File: src/hw/rtl/tdli_pkg.sv
// Package: shared widths, codes and sequencer states of the delay line core.
`default_nettype none
package tdli_pkg;

  localparam int TIME_W = 48;
  localparam int VAL_W  = 32;
  localparam int CHAN_W = 3;
  localparam int DIFF_W = TIME_W + 1;
  localparam int TGT_W  = TIME_W + 2;
  localparam int PART_W = 25;
  localparam int LOW_W  = DIFF_W - PART_W;
  localparam int PROD_W = VAL_W + PART_W;
  localparam int ACC_W  = 82;

  localparam logic FUNC_STORE = 1'b0;
  localparam logic FUNC_READ  = 1'b1;

  localparam logic STAT_OK        = 1'b0;
  localparam logic STAT_NEG_DELAY = 1'b1;

  typedef logic [TIME_W-1:0]        time_t;
  typedef logic signed [VAL_W-1:0]  val_t;

  typedef enum logic [3:0] {
    ST_IDLE,
    ST_DECIDE,
    ST_OLDEST,
    ST_NEWEST,
    ST_SRCH_RD,
    ST_SRCH_CMP,
    ST_PICK0W,
    ST_PICK1W,
    ST_EQCHK,
    ST_MUL,
    ST_ACC,
    ST_NORM,
    ST_HALF,
    ST_OVF,
    ST_DIV,
    ST_OUT
  } state_t;

endpackage
`default_nettype wire

File: src/hw/rtl/tdli_div.sv
// Restoring divider: 80-bit dividend by 48-bit divisor, 32 quotient bits, one bit a cycle.
`default_nettype none
module tdli_div import tdli_pkg::*; (
  input  wire logic              clk,
  input  wire logic              rst_n,
  input  wire logic              start,
  input  wire logic [TIME_W-1:0] num_hi,
  input  wire logic [VAL_W-1:0]  num_lo,
  input  wire logic [TIME_W-1:0] den,
  output logic                   done,
  output logic [VAL_W-1:0]       quot
);
  logic [TIME_W-1:0] rem_r, rem_nxt;
  logic [TIME_W-1:0] den_r, den_nxt;
  logic [VAL_W-1:0]  lo_r, lo_nxt;
  logic [VAL_W-1:0]  q_r, q_nxt;
  logic [4:0]        cnt_r, cnt_nxt;
  logic              run_r, run_nxt;
  logic              done_r, done_nxt;
  logic [TIME_W:0]   trial;
  logic              ge;

  // one quotient bit per cycle
  always_comb begin
    trial    = {rem_r, lo_r[VAL_W-1]};
    ge       = trial >= {1'b0, den_r};
    rem_nxt  = rem_r;
    den_nxt  = den_r;
    lo_nxt   = lo_r;
    q_nxt    = q_r;
    cnt_nxt  = cnt_r;
    run_nxt  = run_r;
    done_nxt = 1'b0;
    if (start) begin
      rem_nxt = num_hi;
      lo_nxt  = num_lo;
      den_nxt = den;
      cnt_nxt = '0;
      run_nxt = 1'b1;
    end else if (run_r) begin
      rem_nxt = ge ? TIME_W'(trial - {1'b0, den_r}) : TIME_W'(trial);
      lo_nxt  = {lo_r[VAL_W-2:0], 1'b0};
      q_nxt   = {q_r[VAL_W-2:0], ge};
      cnt_nxt = cnt_r + 5'd1;
      if (cnt_r == 5'd31) begin
        run_nxt  = 1'b0;
        done_nxt = 1'b1;
      end
    end
  end

  always_ff @(posedge clk) begin
    if (!rst_n) begin
      run_r  <= 1'b0;
      done_r <= 1'b0;
      cnt_r  <= '0;
    end else begin
      run_r  <= run_nxt;
      done_r <= done_nxt;
      cnt_r  <= cnt_nxt;
    end
    rem_r <= rem_nxt;
    den_r <= den_nxt;
    lo_r  <= lo_nxt;
    q_r   <= q_nxt;
  end

  assign done = done_r;
  assign quot = q_r;
endmodule
`default_nettype wire

File: config.mk
export PLATFORM = sky130hd
export DESIGN_NAME = tdli_div
export DESIGN_NICKNAME = d
export VERILOG_FILES = /design/src/hw/rtl/tdli_pkg.sv /design/src/hw/rtl/tdli_div.sv
export SDC_FILE = /design/constraint.sdc
export NUM_CORES = 1
export LEC_CHECK = 0
export BUFFER_PORTS_ARGS = -buffer_cell sky130_fd_sc_hd__buf_4
export CAP_MARGIN = 25
export CORE_MARGIN = 4
export CORE_UTILIZATION = 50
export DETAILED_ROUTE_END_ITERATION = 8
export PLACE_DENSITY = 0.75
export SYNTH_ARGS = -nofsm -noshare
export SYNTH_HDL_FRONTEND = slang
export SYNTH_SLANG_ARGS = --single-unit
File: constraint.sdc
create_clock -name clk -period 3.13 [get_ports clk]
set_clock_uncertainty 0.15 [all_clocks]
set_input_delay 0.1565 -clock clk [delete_from_list [all_inputs] [get_ports clk]]
set_output_delay 0.1565 -clock clk [all_outputs]
set_load 0.05 [all_outputs]
== Yosys cells after proc, flatten, opt, wreduce, memory -nomap -nowiden ==
Index checks and enable logic that the tools add are counted.
Word-level totals
  bits in registers: 167
  bits of input ports: 131
  output and inout port bits: 33
  logic and storage cells: 27
Cells by class
  $add $sub $neg: 2
  magnitude comparators: 1
  equal/unequal tests: 1
  multiplexer cells: 9
  bitwise logic cells: 3
  reductions and logical operators: 4
Operators with widths (number)
  48-bit 2-to-1 mux: 3
  32-bit 2-to-1 mux: 2
  49-bit by 48-bit greater-or-equal comparator with 1-bit output: 1
  48-bit subtractor: 1
  5-bit by 1-bit adder with 5-bit output, second input constant: 1
  5-bit equality test, second input constant: 1
  1-bit 2-to-1 mux: 4
  1-bit NOT: 3
  3-bit OR reduction: 1
  2-bit AND reduction: 1
  2-bit nonzero test: 1
  2-bit OR reduction: 1

== Depth between registers and ports, before layout ==
  depth in word-level cells: 4
  gate-level depth with buffers: 17
  mapped depth without buffers: 14

== Least setup slack after synthesis ==
OpenSTA, ideal clock, no wires.
  path kind: register -> register
  start: reg lo_r[31]
  end: reg rem_r[42] (data pin)
  library setup time: 150 ps
  data arrival time: 2895 ps
  required time: 2830 ps
  setup slack: -64 ps
  cell stages (with the launch flop): 15
  path buffers: 0
  period minus slack after synthesis: 3194 ps
  cell sequence: edfxtp_1 -> inv_1 -> ha_1 -> inv_1 -> fa_1 -> a21oi_1 -> o21ai_1 -> a211oi_2 -> o21ai_1 -> a21oi_2 -> o2bb2ai_2 -> o31ai_4 -> a31oi_1 -> mux2_1 -> nor3_2
Between the ends
  longest elaborated chain between the ends: 4
  elaborated cells on any way between the ends: 5
  classes of those cells: add/sub (1); order compare (1); mux (3)
RTL lines
  start, declared: line tdli_div.sv:15  | logic [VAL_W-1:0] lo_r, lo_nxt;
  start signal, assigned: line tdli_div.sv:64  | lo_r <= lo_nxt;
  48-bit subtractor or 49-bit by 48-bit greater-or-equal comparator with 1-bit output (tied branches): line tdli_div.sv:41, tdli_div.sv:26
  48-bit 2-to-1 mux (*): line tdli_div.sv:41  | rem_nxt = ge ? TIME_W'(trial - {1'b0, den_r}) : TIME_W'(trial);
  48-bit 2-to-1 mux (*): line tdli_div.sv:40  | end else if (run_r) begin
  48-bit 2-to-1 mux (*): line tdli_div.sv:34  | if (start) begin
  via rem_nxt[42]: line tdli_div.sv:13  | logic [TIME_W-1:0] rem_r, rem_nxt;
  end signal, assigned: line tdli_div.sv:62  | rem_r <= rem_nxt;
  end, declared: line tdli_div.sv:13
The timed path passes the listed nets; every way through them passes the cells marked *. The select of a mux whose other input is x is not followed.
A chain may end at the register's enable or synchronous reset.

== Worst setup path after layout ==
Same ends and word-level chain as after synthesis.

==> impl_results.html <==
<table>
<tr><th>Metric</th><th>Value</th></tr>
<tr><th colspan="2">Status</th></tr>
<tr><td>Outcome</td><td>finished with violations</td></tr>
<tr><td>Failing checks</td><td>setup timing</td></tr>
<tr><th colspan="2">Floorplanning</th></tr>
<tr><td>Effective utilization at floorplan</td><td>51.1%</td></tr>
<tr><td>Die width</td><td>146 um</td></tr>
<tr><td>Vertical die dimension</td><td>146 um</td></tr>
<tr><td>Floorplan row count</td><td>50</td></tr>
<tr><td>Area of the die</td><td>21400 um^2</td></tr>
<tr><td>Boundary Pins</td><td>164</td></tr>
<tr><td>Placeable core region</td><td>18800 um^2</td></tr>
<tr><th colspan="2">STA</th></tr>
<tr><td>Minimum clock period after layout</td><td>3220 ps</td></tr>
<tr><td>Final Hold Fails</td><td>0</td></tr>
<tr><td>Portion of the clock cycle consumed by the worst path in the final layout</td><td>103%</td></tr>
<tr><td>Top achievable clock speed</td><td>310 MHz</td></tr>
<tr><td>Smallest setup slack after layout</td><td>-92.7 ps</td></tr>
<tr><td>Max_slew headroom</td><td>48.7%</td></tr>
<tr><td>Slew at the pin closest to its max-slew limit</td><td>768 ps</td></tr>
<tr><td>Count of pins over their slew limit</td><td>0</td></tr>
<tr><td>Setup repair after global routing missed its margin</td><td>true</td></tr>
<tr><td>Final number of setup-violating endpoints</td><td>2</td></tr>
<tr><td>Final-layout setup total negative slack</td><td>-110 ps</td></tr>
<tr><th colspan="2">Layout</th></tr>
<tr><td>Layout-stage area growth over the synthesis result</td><td>44.8%</td></tr>
<tr><td>Area occupied by registers</td><td>4940 um^2</td></tr>
<tr><td>Count of placed standard cells in the final layout, fillers left out</td><td>1486</td></tr>
<tr><td>Fraction of final layout cells sized beyond drive strength 1</td><td>31.7%</td></tr>
<tr><td>Final-stage net count</td><td>1420</td></tr>
<tr><td>Area taken by multi-input logic gates</td><td>4560 um^2</td></tr>
<tr><td>Final std cell area, no fill</td><td>13900 um^2</td></tr>
<tr><td>Fill count</td><td>1249</td></tr>
<tr><th colspan="2">Drt</th></tr>
<tr><td>Routed via count</td><td>8249</td></tr>
<tr><td>DR pass1 iterations</td><td>5</td></tr>
<tr><td>Iteration-0 DRC Markers</td><td>561</td></tr>
<tr><td>Final WL</td><td>26.6 mm</td></tr>
<tr><td>Average wire length per cell after detail routing</td><td>17.9 um</td></tr>
<tr><td>Number of remaining DRC errors</td><td>0</td></tr>
<tr><td>Count of antenna-violating nets left after detailed routing</td><td>0</td></tr>
<tr><td>Avg Vias per Cell</td><td>5.55</td></tr>
<tr><th colspan="2">Global route</th></tr>
<tr><td>Global routing met2 resource utilization</td><td>41.2%</td></tr>
<tr><td>First-pass GRT wire length</td><td>42.0 mm</td></tr>
<tr><td>Via count of the first global-routing pass</td><td>8453</td></tr>
<tr><td>Layer with the highest usage after global routing</td><td>met2</td></tr>
<tr><td>Met1 global-route usage</td><td>31.4%</td></tr>
<tr><td>Congestion Overflow GR</td><td>0</td></tr>
<tr><td>Aggregate global-route resource usage</td><td>24.0%</td></tr>
<tr><td>Number of antenna violations at the first check in global routing</td><td>1</td></tr>
<tr><td>Largest net degree at the start of global routing</td><td>51</td></tr>
<tr><td>Met3 track demand over resource</td><td>4.56%</td></tr>
<tr><th colspan="2">CTS</th></tr>
<tr><td>CTS tree</td><td>yes</td></tr>
<tr><td>Total number of clock tree sinks</td><td>167</td></tr>
<tr><td>Maximum clock path buffer count</td><td>2</td></tr>
<tr><td>Total CTS buffers</td><td>17</td></tr>
<tr><td>Cell at the root of the clock tree</td><td>sky130_fd_sc_hd__clkbuf_16</td></tr>
<tr><td>Depth of the CTS H-tree</td><td>4</td></tr>
<tr><td>CTS clk-pin slew, worst paths</td><td>80 ps</td></tr>
<tr><td>Clock Latency Late Sink</td><td>440 ps</td></tr>
<tr><th colspan="2">Critical path</th></tr>
<tr><td>Worst-path maximum fanout</td><td>4</td></tr>
<tr><td>Crit-path max cell delay</td><td>380 ps</td></tr>
<tr><td>Critical register-to-register path startpoint</td><td>lo_r[31]</td></tr>
<tr><td>Crit path capture type</td><td>register</td></tr>
<tr><td>Worst setup path start</td><td>lo_r[31]</td></tr>
<tr><td>Arrival time of data at the critical path endpoint</td><td>3350 ps</td></tr>
<tr><td>Worst R2R Path Depth</td><td>15</td></tr>
<tr><td>R2R setup slack</td><td>-90 ps</td></tr>
<tr><td>Critical Path, Cell by Cell</td><td>inv_2 &gt; ha_4 &gt; inv_2 &gt; fa_2 &gt; a21oi_2 &gt; o21ai_2 &gt; a211oi_2 &gt; o21ai_2 &gt; a21oi_2 &gt; buf_6 &gt; o2bb2ai_4 &gt; o31ai_4 &gt; a31oi_1 &gt; mux2_2 &gt; nor3_2</td></tr>
<tr><td>Critical path startpoint category</td><td>register</td></tr>
<tr><td>Startpoint-to-endpoint class of the critical path</td><td>reg -&gt; reg</td></tr>
<tr><td>Highest-delay cell along the critical path</td><td>sky130_fd_sc_hd__edfxtp_1</td></tr>
<tr><td>Required time worst endpoint</td><td>3260 ps</td></tr>
<tr><td>Endpoint of the worst-slack reg-to-reg timing path</td><td>rem_r[42]</td></tr>
<tr><th colspan="2">Placement</th></tr>
<tr><td>I/O Buffers</td><td>163</td></tr>
<tr><td>Standard cell area after detailed placement</td><td>11500 um^2</td></tr>
<tr><td>Dpl hpwl</td><td>17.4 mm</td></tr>
<tr><td>Worst slack after detailed placement</td><td>-120 ps</td></tr>
<tr><td>Routability congestion estimate from global placement</td><td>0.905</td></tr>
<tr><td>Placed Cells</td><td>1313</td></tr>
<tr><th colspan="2">Power</th></tr>
<tr><td>Sequential share of power</td><td>33.1%</td></tr>
<tr><td>Proportion of power drawn by the clock network</td><td>23.2%</td></tr>
<tr><td>Internal Power</td><td>5.77 mW</td></tr>
<tr><td>Max rail drop VDD</td><td>0.436 mV</td></tr>
<tr><td>Power Total</td><td>9.01 mW</td></tr>
<tr><td>Net Sw Power</td><td>3.24 mW</td></tr>
<tr><td>Switching share of total power</td><td>36.0%</td></tr>
<tr><td>Combinational share of power</td><td>43.7%</td></tr>
<tr><td>Power density relative to cell area</td><td>649 nW/um^2</td></tr>
<tr><td>Leakage dissipation</td><td>5.84 nW</td></tr>
<tr><th colspan="2">Synth</th></tr>
<tr><td>Sequential element share of the synthesized area</td><td>51.6%</td></tr>
<tr><td>Yosys warning count</td><td>0</td></tr>
<tr><td>Synth Area per Inst</td><td>10.8 um^2</td></tr>
<tr><td>Synth top area share</td><td>50.1%</td></tr>
<tr><td>Number of nets produced by synthesis</td><td>1068</td></tr>
<tr><td>Synth Area in XOR/XNOR</td><td>3.66%</td></tr>
<tr><td>Cell variety after synth</td><td>72</td></tr>
<tr><td>Most common flop cell mapped by yosys</td><td>sky130_fd_sc_hd__edfxtp_1</td></tr>
<tr><td>Post-Synth Simple-Gate Area</td><td>12.0%</td></tr>
<tr><td>Post-Synthesis Cell Area</td><td>9580 um^2</td></tr>
<tr><td>Synth area leaders</td><td>sky130_fd_sc_hd__edfxtp_1 (50%), sky130_fd_sc_hd__ha_1 (6.5%), sky130_fd_sc_hd__nand2_1 (4.0%)</td></tr>
<tr><td>Post-synth EDFFs</td><td>160</td></tr>
<tr><td>Mux cell area share after synthesis</td><td>5.03%</td></tr>
<tr><td>Largest family of logic cells by synthesized area</td><td>compound AO/OA/AOI/OAI gates</td></tr>
<tr><td>Synth Area in Compound Gates</td><td>16.1%</td></tr>
<tr><td>FFs w/ async S/R, synth</td><td>0%</td></tr>
<tr><td>Gate Count Post-Synth</td><td>886</td></tr>
<tr><td>Synthesized flop and latch total</td><td>167</td></tr>
<tr><td>Adder-cell share of the synthesized area</td><td>6.74%</td></tr>
<tr><td>Largest area contributor in the synthesized netlist</td><td>sky130_fd_sc_hd__edfxtp_1</td></tr>
<tr><th colspan="2">Worst hold path</th></tr>
<tr><td>Hold path endpoint</td><td>rem_r[44]</td></tr>
<tr><td>Min-delay src</td><td>num_hi[44]</td></tr>
<tr><td>Hold WC Path Type</td><td>in -&gt; reg</td></tr>
<tr><td>Hold depth</td><td>3</td></tr>
<tr><th colspan="2">Job</th></tr>
<tr><td>Number of max-cap violations</td><td>0</td></tr>
</table>
sequential cells by signal, summed over array words and instances (netlist names):
register,flops
quot,32
done,1
den_r,48
run_r,1
rem_r,48
lo_r,32
cnt_r,5
worst max path at each step:
stage	end	slack, ps
CTS	rem_r[42]	-90
finish	rem_r[42]	-90
floorplan	rem_r[42]	60
detailed placement	rem_r[44]	-120
global route	rem_r[42]	-230
global placement	rem_r[38]	-20
routing by layer:
layer / part of all wire [%] / vias up
li1: - / 3953
met1: 43 / 3987
met2: 50 / 262
met3: 4.7 / 47
met4: 1.9 / 0
met5: 0 / -
metrics by stage:
stage | utilization [%] | hold WS [ps]
after detailed placement | 61.3 | 186
after CTS | 72.1 | 9.17
final | 73.9 | 24.8
after global routing | 73.9 | 25.1
after global placement | 61.3 | 185
after floorplan | - | 105
power by group through the flow:
stage               Combinational, mW  Sequential (mW)  Clock (mW)
finish                           3.93             2.98        2.09
global route                     4.26             3.01        2.22
CTS                              3.60             2.97        2.13
detailed placement               3.32             3.00           0
global placement                 3.28             2.99           0
floorplan                        2.27             3.00           0
logic make-up (layout without fill, tap and decap cells):
logic type | count (synthesis) | in the layout
buffers and inverters | 107 | 472
AND/OR/NAND/NOR | 247 | 247
multiplexers | 44 | 44
flip-flops | 167 | 167
XOR/XNOR | 40 | 40
other | 0 | 1
adder cells (fa/ha/maj) | 51 | 51
AO/OA/AOI/OAI | 230 | 230
final cells by class:
cell class | instances | share of cell area (%)
Timing Repair Buffer | 379 | 23.5
Clock inverter | 14 | 1.10
Sequential cell | 167 | 35.6
Inverter | 61 | 1.70
Tap cell | 234 | 2.11
Antenna cell | 1 | 0.0180
Clock buffer | 18 | 3.09
Multi-Input combinational cell | 612 | 32.8
timing repair:
action / 4_1_cts / 5_1_grt
pin swaps: 15 / 28
resized for setup: 26 / 62
setup endpoints to repair: 21 / 46
endpoints found under the hold margin: 132 / 0
buffers inserted: 6 / 8
hold buffers: 126 / 0
cells in the final DEF, fill, tap and decap left out, drive strengths merged, types with 4 or more instances in the layout:
| master | netlist | layout |
|---|---|---|
| and2 | 5 | 5 |
| mux2 | 33 | 33 |
| a211oi | 7 | 7 |
| mux2i | 11 | 11 |
| edfxtp | 160 | 160 |
| nor2b | 8 | 8 |
| inv | 61 | 70 |
| nor2 | 62 | 62 |
| or3 | 4 | 4 |
| ha | 50 | 50 |
| a2bb2oi | 4 | 4 |
| clkinv | 0 | 5 |
| nand4 | 15 | 15 |
| a21oi | 78 | 78 |
| nand2 | 102 | 102 |
| dlygate4sd3 | 0 | 126 |
| dfxtp | 7 | 7 |
| and3 | 7 | 7 |
| a31oi | 31 | 31 |
| xnor2 | 25 | 25 |
| o21bai | 11 | 11 |
| nor4 | 5 | 5 |
| buf | 20 | 253 |
| a21boi | 4 | 4 |
| o21a | 6 | 6 |
| o31ai | 4 | 4 |
| nand3 | 14 | 14 |
| a21o | 29 | 29 |
| clkbuf | 26 | 18 |
| o21ai | 36 | 36 |
| nor3 | 12 | 12 |
| xor2 | 15 | 15 |
synth_stat cells (6+ instances only):
library cell                 n
sky130_fd_sc_hd__a211oi_1    6
sky130_fd_sc_hd__a21o_1     29
sky130_fd_sc_hd__a21oi_1    71
sky130_fd_sc_hd__a21oi_2     7
sky130_fd_sc_hd__a31oi_1    31
sky130_fd_sc_hd__and3_1      7
sky130_fd_sc_hd__buf_2      14
sky130_fd_sc_hd__clkbuf_1   26
sky130_fd_sc_hd__dfxtp_1     7
sky130_fd_sc_hd__edfxtp_1  160
sky130_fd_sc_hd__ha_1       50
sky130_fd_sc_hd__inv_1      59
sky130_fd_sc_hd__mux2_2     32
sky130_fd_sc_hd__mux2i_1    11
sky130_fd_sc_hd__nand2_1   101
sky130_fd_sc_hd__nand3_1    14
sky130_fd_sc_hd__nand4_1    15
sky130_fd_sc_hd__nor2_1     62
sky130_fd_sc_hd__nor2b_1     8
sky130_fd_sc_hd__nor3_1     11
sky130_fd_sc_hd__o21ai_0    31
sky130_fd_sc_hd__o21bai_1   10
sky130_fd_sc_hd__xnor2_1    25
sky130_fd_sc_hd__xor2_1     15
worst max-delay path, delay by kind of cell (launching register included):
kind / cells / cell delay (ps)
adder cells (fa/ha/maj): 2 / 480
AND/OR/NAND/NOR: 1 / 180
flip-flops: 1 / 380
AO/OA/AOI/OAI: 8 / 1240
multiplexers: 1 / 370
buffers and inverters: 3 / 270
(Power assumes the default switching activity.)
